<file path="config.mk">
export PLATFORM = sky130hd
export DESIGN_NAME = tli_ctrl
export DESIGN_NICKNAME = d
export VERILOG_FILES = /design/src/hw/rtl/tli_pkg.sv /design/src/hw/rtl/tli_ctrl.sv
export SDC_FILE = /design/constraint.sdc
export NUM_CORES = 1
export LEC_CHECK = 0
export BUFFER_PORTS_ARGS = -buffer_cell sky130_fd_sc_hd__buf_4
export CAP_MARGIN = 20
export CORE_UTILIZATION = 32
export CTS_CLUSTER_SIZE = 20
export DETAILED_ROUTE_END_ITERATION = 10
export GPL_TIMING_DRIVEN = 0
export SYNTH_ARGS = -nofsm -noshare
export SYNTH_HDL_FRONTEND = slang
export SYNTH_SLANG_ARGS = --single-unit
</file>
<file path="constraint.sdc">
create_clock -name clk_i -period 1.8 [get_ports clk_i]
set_input_delay 0.18 -clock clk_i [delete_from_list [all_inputs] [get_ports clk_i]]
set_output_delay 0.18 -clock clk_i [all_outputs]
set_load 0.03 [all_outputs]
</file>
<file path="src/hw/rtl/tli_pkg.sv">
// Shared constants and controller/datapath interface types for the table interpolator.
package tli_pkg;

  localparam int TableDepthDefault = 256;
  localparam int CfgWidth          = 9;
  localparam int DivSteps          = 32;

  localparam logic REQ_LOAD  = 1'b0;
  localparam logic REQ_QUERY = 1'b1;

  localparam logic [1:0] STATUS_OK        = 2'd0;
  localparam logic [1:0] STATUS_TABLE_ERR = 2'd1;
  localparam logic [1:0] STATUS_SAT       = 2'd2;

  typedef struct packed {
    logic load_wr;
    logic start;
    logic sweep_run;
    logic srch_rd;
    logic srch_upd;
    logic rd_lo;
    logic rd_hi;
    logic lat_lo;
    logic lat_hi;
    logic mul_a;
    logic mul_b;
    logic sum;
    logic abs_val;
    logic prep;
    logic div_step;
    logic out_load;
  } cmd_t;

  typedef struct packed {
    logic sweep_done;
    logic err;
    logic srch_done;
    logic div_done;
    logic out_free;
  } stat_t;

endpackage

</file>
<file path="src/hw/rtl/tli_ctrl.sv">
// Sequencing state machine for the table interpolator.
module tli_ctrl (
  input  logic          clk_i,
  input  logic          rst_ni,
  input  logic          in_valid_i,
  input  logic          req_type_i,
  output logic          in_ready_o,
  input  tli_pkg::stat_t stat_i,
  output tli_pkg::cmd_t  cmd_o
);

  typedef enum logic [13:0] {
    ST_IDLE     = 14'b00000000000001,
    ST_SWEEP    = 14'b00000000000010,
    ST_SRCH_CHK = 14'b00000000000100,
    ST_SRCH_CMP = 14'b00000000001000,
    ST_F_LO     = 14'b00000000010000,
    ST_F_HI     = 14'b00000000100000,
    ST_LAT_HI   = 14'b00000001000000,
    ST_MUL_A    = 14'b00000010000000,
    ST_MUL_B    = 14'b00000100000000,
    ST_SUM      = 14'b00001000000000,
    ST_ABS      = 14'b00010000000000,
    ST_PREP     = 14'b00100000000000,
    ST_DIV      = 14'b01000000000000,
    ST_FIN      = 14'b10000000000000
  } state_e;

  state_e state_q, state_d;
  logic   accept;

  assign in_ready_o = (state_q == ST_IDLE);
  assign accept     = in_valid_i && in_ready_o;

  always_comb begin
    state_d = state_q;
    cmd_o   = '0;
    case (state_q)
      ST_IDLE: begin
        if (accept) begin
          if (req_type_i == tli_pkg::REQ_QUERY) begin
            cmd_o.start = 1'b1;
            state_d     = ST_SWEEP;
          end else begin
            cmd_o.load_wr = 1'b1;
          end
        end
      end
      ST_SWEEP: begin
        cmd_o.sweep_run = 1'b1;
        if (stat_i.sweep_done) state_d = ST_SRCH_CHK;
      end
      ST_SRCH_CHK: begin
        if (stat_i.err) begin
          state_d = ST_FIN;
        end else if (stat_i.srch_done) begin
          state_d = ST_F_LO;
        end else begin
          cmd_o.srch_rd = 1'b1;
          state_d       = ST_SRCH_CMP;
        end
      end
      ST_SRCH_CMP: begin
        cmd_o.srch_upd = 1'b1;
        state_d        = ST_SRCH_CHK;
      end
      ST_F_LO: begin
        cmd_o.rd_lo = 1'b1;
        state_d     = ST_F_HI;
      end
      ST_F_HI: begin
        cmd_o.rd_hi  = 1'b1;
        cmd_o.lat_lo = 1'b1;
        state_d      = ST_LAT_HI;
      end
      ST_LAT_HI: begin
        cmd_o.lat_hi = 1'b1;
        state_d      = ST_MUL_A;
      end
      ST_MUL_A: begin
        cmd_o.mul_a = 1'b1;
        state_d     = ST_MUL_B;
      end
      ST_MUL_B: begin
        cmd_o.mul_b = 1'b1;
        state_d     = ST_SUM;
      end
      ST_SUM: begin
        cmd_o.sum = 1'b1;
        state_d   = ST_ABS;
      end
      ST_ABS: begin
        cmd_o.abs_val = 1'b1;
        state_d       = ST_PREP;
      end
      ST_PREP: begin
        cmd_o.prep = 1'b1;
        state_d    = ST_DIV;
      end
      ST_DIV: begin
        cmd_o.div_step = 1'b1;
        if (stat_i.div_done) state_d = ST_FIN;
      end
      ST_FIN: begin
        if (stat_i.out_free) begin
          cmd_o.out_load = 1'b1;
          state_d        = ST_IDLE;
        end
      end
      default: begin
        state_d = ST_IDLE;
      end
    endcase
  end

  always_ff @(posedge clk_i or negedge rst_ni) begin
    if (!rst_ni) begin
      state_q <= ST_IDLE;
    end else begin
      state_q <= state_d;
    end
  end

endmodule

</file>
==> results of run 1 <==
## cells in the final DEF (no fill, tap or decap), types with 3 or more instances in the layout
cell,netlist,final
buf_4,1,41
buf_6,2,13
dfrtp_1,13,10
nor4_4,4,6
nor2_1,11,6
inv_1,6,5
a21oi_1,5,5
nand2b_1,4,4
nor4_1,9,4
nor2_4,0,3
nand3_4,0,3
nor4_2,0,3
nor2b_1,4,3
clkbuf_4,0,3
dfrtp_2,0,3
## per-stage QoR
step / setup slack, ps / power (mW) / cells
floorplan: -144.9 / 0.8470 / 101
global route: -338.9 / 1.727 / 187
finish: -247.6 / 1.628 / 187
detailed placement: -169.5 / 0.9974 / 157
global placement: -127.8 / 0.9828 / 157
CTS: -300.0 / 1.421 / 178
## cell type report
type,instances,area (um2)
repair buffers,54,469.2
clock buffers,4,26.28
well taps,31,38.79
inverters,6,22.52
multi-input cells,75,711.9
fillers,244,1162
plain buffers,3,18.77
flip-flops and latches,14,355.3
## timing repair
action	4_1_cts	5_1_grt
hold endpoints to repair	14	0
hold buffers	1	0
pin swaps	15	7
gates resized for setup	15	20
endpoints found under the setup margin	17	22
buffers inserted	17	12
## Yosys cell counts
cell type and n:
dfrtp_1 13, nor2_1 11, nor4_1 9, inv_1 6
a21oi_1 5, nand2b_1 4, nor2b_1 4, nor3b_1 4
nor4_4 4, nor4b_1 4, nand3_1 3, buf_2 2
buf_6 2, nand3_2 2, nand4_1 2, nor3_1 2
o21a_1 2, o21ai_0 2, a21o_1 1, a311o_1 1
a311o_2 1, a31oi_1 1, buf_4 1, clkbuf_1 1
dfstp_2 1, nand2_1 1, nand2b_4 1, nand3b_1 1
nand4b_1 1, nor3b_2 1, o2111ai_1 1, o211ai_1 1
o22a_1 1, o22ai_1 1, o32ai_1 1, or2_2 1
xnor2_1 1, xor2_1 1
## worst paths after layout
path,start,to,slack (ps),cells past startpoint
max reg2reg,state_q[8],state_q[2],-10,7
max,state_q[8],cmd_o[15],-250,6
min reg2reg,state_q[9],state_q[11],650,2
min,stat_i[2],state_q[3],70,2
max in group asynchronous,rst_ni,state_q[0],1270,2
min in group asynchronous,rst_ni,state_q[11],270,2
## kinds of logic after synthesis
logic type             count (synthesis)
buffers and inverters                 12
AO/OA/AOI/OAI                         18
flip-flops                            14
AND/OR/NAND/NOR                       55
XOR/XNOR                               2
## report_power, final
group / internal, mW / switching, mW / total (mW)
logic: 0.535 / 0.510 / 1.04
registers: 0.349 / 0.0435 / 0.393
clock network: 0.0860 / 0.104 / 0.190
total: 0.970 / 0.658 / 1.63
## layer usage
metal | GRT usage, % | vias to the layer above | share of wire, %
met2 | 28.40 | 28 | 51
met1 | 21.62 | 481 | 43
met5 | 0 | - | 0
li1 | - | 489 | -
met4 | 3.833 | 0 | 1.4
met3 | 5.215 | 8 | 5.0
==> impl_metrics.env, run 1 <==
export IMPL_top_register="state_q"
export IMPL_seq_area_frac_synth_pct=36.30
export IMPL_final_nets=166
export IMPL_critPathTopFamily="simple AND/OR/NAND/NOR gates"
export IMPL_clock_root_buffer="clkbuf_4"
export IMPL_num_io_pins=26
export IMPL_fin_crit_sh_pct=113.8
export IMPL_fin_skew_ps=8.852
export IMPL_worst_hold_slack_ps=70.14
export IMPL_min_path_type="primary input to flop"
export IMPL_die_x_um=57.01
export IMPL_grt_pass1_vias=969
export IMPL_wl_per_cell_um=14.22
export IMPL_finalSetupTns_ps=-2329
export IMPL_synth_simple_area_share_pct=42.12
export IMPL_muxShareOfSynthArea_pct=0
export IMPL_rsz0062_at_grt="true"
export IMPL_relSlewSlack_pct=71.27
export IMPL_synth_nets=110
export IMPL_start_kind="flop"
export IMPL_synthXorXnorAreaFrac_pct=1.809
export IMPL_htree_levels=1
export IMPL_cap_violations=0
export IMPL_drt_wl_total_mm=2.660
export IMPL_gp_congestion=0.7813
export IMPL_io_buffers=25
export IMPL_power_density_mw_per_mm2=990.9
export IMPL_fin_util_pct=58.56
export IMPL_drv_slew=0
export IMPL_ir_drop_v=0.0005921
export IMPL_synth_compound_area_share_pct=12.92
export IMPL_via_per_inst=5.380
export IMPL_placed_cell_area_mm2=0.001270
export IMPL_violations="DRC, setup timing"
export IMPL_cts_buffers=3
export IMPL_tightest_slew_ps=431.0
export IMPL_n_antenna_cell=0
export IMPL_clk_pin_slew_ps=90
export IMPL_fmax_mhz=488.4
export IMPL_syn_inst=101
export IMPL_core_mm2=0.002805
export IMPL_power_leakage_nw=0.6993
export IMPL_area_growth_pct=69.64
export IMPL_min_period_ps=2048
export IMPL_design_die_area_mm2=0.003250
export IMPL_grt_first_pass_wirelength_mm=4.257
export IMPL_synth_top_area_cell="dfrtp_1"
export IMPL_final_area_mm2=0.001643
export IMPL_setup_viol=18
export IMPL_clkLatencyLatePin_ps=280
export IMPL_hold_viol_final=0
export IMPL_dp_hpwl_mm=1.673
export IMPL_syn_avg_cell_area_um2=9.588
export IMPL_clockBufferDepth=2
export IMPL_grt_start_max_net_pins=15
export IMPL_drtIter0Drc=27
export IMPL_critical_path_class="flop to output port"
export IMPL_critPathMaxStageDelay_ps=430
export IMPL_reg_top3="state_q x14"
export IMPL_path_max_fanout=5
export IMPL_synth_top_family_by_area="simple AND/OR/NAND/NOR gates"
export IMPL_worst_path_max_delay_cell="dfrtp_1"
export IMPL_initial_core_util_pct=34.52
export IMPL_tritoncts="yes"
export IMPL_status="finished with violations"
export IMPL_endpoint_kind="output port"
export IMPL_layout_drive_gt1_share_pct=58.33
export IMPL_vias=1006
export IMPL_worst_path_buf_inv=2
export IMPL_grt_overflow=0
export IMPL_ys_types=38
export IMPL_drtAntennaViolNets=0
export IMPL_grtUsageTotal_pct=16.99
export IMPL_drc_errors=2
export IMPL_fp_row_count=19
export IMPL_cp_cell_sequence="nor4_4 -> buf_6 -> nand4_1 -> nand2b_4 -> nor3b_4 -> buf_6"
export IMPL_largest_reg_flops=14
export IMPL_die_h_um=57.01
export IMPL_synth_ff_latch_count=14
export IMPL_antenna_found_initial=0
export IMPL_yosys_warnings=0
export IMPL_drt_pass1_iterations=7
export IMPL_synth_area_leaders="dfrtp_1 34%, nor4_4 8.8%, nor4_1 5.8%, nor2_1 4.3%, nor4b_1 3.6%"
export IMPL_yosysTopAreaCellShare_pct=33.59
export IMPL_syn_area_um2=968.4
export IMPL_synthAdderAreaFrac_pct=0
export IMPL_cp_common_cell="buf_6"
export IMPL_clock_sinks=14
export IMPL_worst_slack_ps=-247.6
export IMPL_cp_arrival_ps=1870
export IMPL_worstPathRequired_ps=1620
Power figures use the tool's default switching activity.
==> inputs of run 2 (changes only) <==
GPL_TIMING_DRIVEN = unset   (was 0)
==> impl_metrics.env, run 2 (synthesis results as in run 1) <==
export IMPL_status="finished with violations"
export IMPL_violations="DRC, setup timing"
export IMPL_die_h_um=57.01
export IMPL_io_buffers=25
export IMPL_cap_violations=0
export IMPL_critical_path_class="flop to flop"
export IMPL_fmax_mhz=507.8
export IMPL_clock_sinks=14
export IMPL_top_register="state_q"
export IMPL_clk_pin_slew_ps=90
export IMPL_clkLatencyLatePin_ps=270
export IMPL_use_met2_pct=29.92
export IMPL_area_growth_pct=77.00
export IMPL_min_period_ps=1969
export IMPL_drtIter0Drc=51
export IMPL_cts_buffers=3
export IMPL_power_density_mw_per_mm2=918.6
export IMPL_fp_row_count=19
export IMPL_drt_wl_total_mm=2.682
export IMPL_gr_usage_met1_pct=23.08
export IMPL_tightest_slew_ps=480.2
export IMPL_antenna_found_initial=0
export IMPL_min_path_type="primary input to flop"
export IMPL_grtUsageMet3_pct=3.855
export IMPL_setup_viol=16
export IMPL_design_die_area_mm2=0.003250
export IMPL_num_io_pins=26
export IMPL_endpoint_kind="flop"
export IMPL_dp_hpwl_mm=1.876
export IMPL_worstPathRequired_ps=2020
export IMPL_rsz0062_at_grt="true"
export IMPL_mostFrequentLayoutCell="buf_4"
export IMPL_n_antenna_cell=0
export IMPL_grt_overflow=0
export IMPL_drv_slew=0
export IMPL_reg_top3="state_q x14"
export IMPL_start_kind="flop"
export IMPL_vias=996
export IMPL_initial_core_util_pct=34.52
export IMPL_die_x_um=57.01
export IMPL_path_max_fanout=4
export IMPL_gp_congestion=0.8180
export IMPL_p_total_mw=1.575
export IMPL_worst_hold_path_num_cells=2
export IMPL_tritoncts="yes"
export IMPL_final_nets=168
export IMPL_worst_slack_ps=-169.3
export IMPL_power_leakage_nw=0.7245
export IMPL_worst_hold_slack_ps=72.55
export IMPL_hold_viol_final=0
export IMPL_ir_drop_v=0.0004412
export IMPL_grt_pass1_vias=998
export IMPL_via_per_inst=5.270
export IMPL_grtUsageTotal_pct=17.96
export IMPL_busiest_layer="met2"
export IMPL_core_mm2=0.002805
export IMPL_drc_errors=2
export IMPL_grt_start_max_net_pins=15
export IMPL_grt_first_pass_wirelength_mm=4.567
export IMPL_largest_reg_flops=14
export IMPL_clock_root_buffer="clkbuf_4"
export IMPL_layout_drive_gt1_share_pct=62.03
export IMPL_fin_crit_sh_pct=109.4
export IMPL_final_cell_mix="47 x buf_4, 11 x buf_6, 10 x nor4_4, 10 x dfrtp_1, 7 x nor2_1"
export IMPL_wl_per_cell_um=14.19
export IMPL_drt_pass1_iterations=7
export IMPL_r2r_cells=11
export IMPL_clockBufferDepth=2
export IMPL_htree_levels=1
export IMPL_fin_skew_ps=7.586
export IMPL_drtAntennaViolNets=0
export IMPL_relSlewSlack_pct=67.69
export IMPL_cp_arrival_ps=2190
==> run 2: routing by layer <==
layer,part of all wire [%],wire length [um],vias to the layer above
met4,0.78,21,0
met5,0,0,-
met3,4.0,108,2
met2,51,1371,19
met1,44,1180,474
li1,-,-,501
==> run 2: area by class of cell <==
type                    count  area, um2
multi-input cells          75      774.5
clock buffers               4      36.28
repair buffers             59      486.7
inverters                   6      22.52
fillers                   228       1091
flip-flops and latches     14      355.3
well taps                  31      38.79
==> run 2: worst max-delay path, stage by stage (launching register included) <==
cell and delay (ps):
dfrtp_1 410, nor4_4 340, buf_4 190, buf_4 110, nand3_2 130, nor2b_4 170
buf_4 120, buf_4 90, buf_4 90, buf_4 90, buf_4 90, a21o_1 100
==> run 2: what timing repair did <==
item	CTS	global route
setup buffers	14	4
hold buffers	1	0
setup endpoints to repair	17	25
pin swaps	8	11
hold endpoints to repair	14	0
gates resized for setup	23	17
==> run 2: stage by stage <==
step	setup WS [ps]	TNS (ps)	utilization, %	std cells	area [um2]
global route	-270.3	-3671	61.11	189	1714
global placement	77.45	0	48.26	168	1354
detailed placement	56.99	0	48.26	168	1354
CTS	-179.6	-2227	57.23	187	1605
finish	-169.3	-1753	61.11	189	1714
floorplan	-144.9	-620.3	-	101	1044
==> run 2: where the power goes <==
group          switching, mW  leakage [nW]  internal [mW]
registers             0.0445         0.186          0.349
logic                  0.523         0.517          0.434
clock network          0.102        0.0210          0.123
==> run 2: path summary, 6_finish.rpt <==
path | from | end | slack (ps)
setup / recovery | state_q[4] | state_q[12] | -170
hold / removal | stat_i[2] | state_q[3] | 70
setup reg to reg | state_q[4] | state_q[12] | -170
hold reg to reg | state_q[9] | state_q[11] | 660
max in group asynchronous | rst_ni | state_q[0] | 1280
min in group asynchronous | rst_ni | state_q[12] | 280
==> inputs of run 3 (changes only) <==
SETUP_SLACK_MARGIN = 0.05   (was unset)
SKIP_CTS_REPAIR_TIMING = 1   (was unset)
==> impl_metrics.env, run 3 (synthesis results as in run 1) <==
export IMPL_violations="DRC, setup timing"
export IMPL_die_x_um=57.01
export IMPL_reg2reg_slack_ps=-10
export IMPL_fp_row_count=19
export IMPL_vias=1006
export IMPL_p_total_mw=1.713
export IMPL_dp_hpwl_mm=1.919
export IMPL_clock_sinks=14
export IMPL_worst_path_max_delay_cell="dfrtp_1"
export IMPL_area_growth_pct=74.16
export IMPL_drv_slew=0
export IMPL_power_density_mw_per_mm2=1016
export IMPL_final_area_mm2=0.001687
export IMPL_drtIter0Drc=58
export IMPL_via_per_inst=5.467
export IMPL_core_mm2=0.002805
export IMPL_setup_viol=18
export IMPL_relSlewSlack_pct=73.76
export IMPL_status="finished with violations"
export IMPL_top_register="state_q"
export IMPL_power_leakage_nw=0.7088
export IMPL_clkLatencyLatePin_ps=290
export IMPL_rsz0062_at_grt="true"
export IMPL_io_buffers=25
export IMPL_die_h_um=57.01
export IMPL_mostFrequentLayoutCell="buf_4"
export IMPL_grt_start_max_net_pins=15
export IMPL_grtUsageTotal_pct=16.25
export IMPL_largest_reg_flops=14
export IMPL_cts_buffers=3
export IMPL_initial_core_util_pct=34.52
export IMPL_clock_root_buffer="clkbuf_4"
export IMPL_worstPathRequired_ps=1620
export IMPL_grt_overflow=0
export IMPL_grt_first_pass_wirelength_mm=4.133
export IMPL_grt_pass1_vias=903
export IMPL_min_path_type="primary input to flop"
export IMPL_drt_pass1_iterations=7
export IMPL_min_period_ps=2055
export IMPL_num_io_pins=26
export IMPL_reg_top3="state_q x14"
export IMPL_fin_crit_sh_pct=114.2
export IMPL_cap_violations=0
export IMPL_critical_path_class="flop to output port"
export IMPL_cp_cell_sequence="nor4_4 -> buf_4 -> nand4_1 -> nand2b_4 -> nor3b_4 -> buf_6"
export IMPL_worst_slack_ps=-255.0
export IMPL_cp_arrival_ps=1880
export IMPL_placed_cell_area_mm2=0.001338
export IMPL_drtAntennaViolNets=0
export IMPL_endpoint_kind="output port"
export IMPL_design_die_area_mm2=0.003250
export IMPL_critPathMaxStageDelay_ps=420
export IMPL_gp_congestion=0.7797
export IMPL_antenna_found_initial=0
export IMPL_clockBufferDepth=2
export IMPL_tritoncts="yes"
export IMPL_clk_pin_slew_ps=90
export IMPL_final_nets=163
export IMPL_ir_drop_v=0.0006506
export IMPL_wl_per_cell_um=15.89
export IMPL_tightest_slew_ps=392.7
export IMPL_drt_wl_total_mm=2.924
export IMPL_hold_viol_final=0
export IMPL_htree_levels=1
export IMPL_path_max_fanout=4
export IMPL_drc_errors=2
export IMPL_start_kind="flop"
export IMPL_worst_hold_slack_ps=67.37
export IMPL_n_antenna_cell=0
export IMPL_layout_drive_gt1_share_pct=59.48
export IMPL_final_cell_mix="40 x buf_4, 13 x buf_6, 11 x dfrtp_1"
export IMPL_fin_skew_ps=9.955
export IMPL_fmax_mhz=486.6
run 3: cell types whose count changed in the layout (fill, tap and decap cells not counted), sizes merged:
cell | previous run | this run
buf | 58 | 53
run 3: final timing paths:
path | start | cells after the start | to
min reg2reg | state_q[9] | 2 | state_q[11]
max reg2reg | state_q[6] | 8 | state_q[2]
min | stat_i[2] | 2 | state_q[3]
max | state_q[6] | 6 | cmd_o[15]
min in group asynchronous | rst_ni | 2 | state_q[13]
max in group asynchronous | rst_ni | 2 | state_q[0]
run 3: through the flow:
stage                     utilization (%)  cells  setup TNS [ps]  setup slack (ps)
final                               60.12    184           -2442            -255.0
after global routing                60.12    184           -4274            -340.0
after CTS                           48.97    169           -3357            -278.9
after detailed placement            47.68    165               0             54.77
after global placement              47.68    165               0             56.86
after floorplan                         -    101          -740.5            -144.3
run 3: metal layers:
layer | part of all wire [%] | routed length [um] | vias to the layer above | global-route usage [%]
met4 | 0.82 | 24 | 0 | 4.530
met2 | 52 | 1515 | 27 | 27.73
met1 | 43 | 1252 | 494 | 21.00
met5 | 0 | 0 | - | 0
li1 | - | - | 481 | -
met3 | 4.5 | 131 | 4 | 3.175
run 3: worst max-delay path, delay by kind of cell, from the launching register on:
| kind | cells | cell delay (ps) |
|---|---|---|
| buffers and inverters | 2 | 330 |
| AND/OR/NAND/NOR | 4 | 840 |
| flip-flops | 1 | 420 |
run 3: layout make-up:
class	count	area [um2]
repair buffers	54	456.7
clock buffers	4	36.28
multi-input cells	75	778.2
fillers	218	1119
flip-flops and latches	14	354.1
well taps	31	38.79
inverters	6	22.52
run 3: report_power, final:
group	internal, mW	switching [mW]
clock	0.123	0.117
sequential	0.349	0.0431
combinational	0.514	0.567
total	0.986	0.727
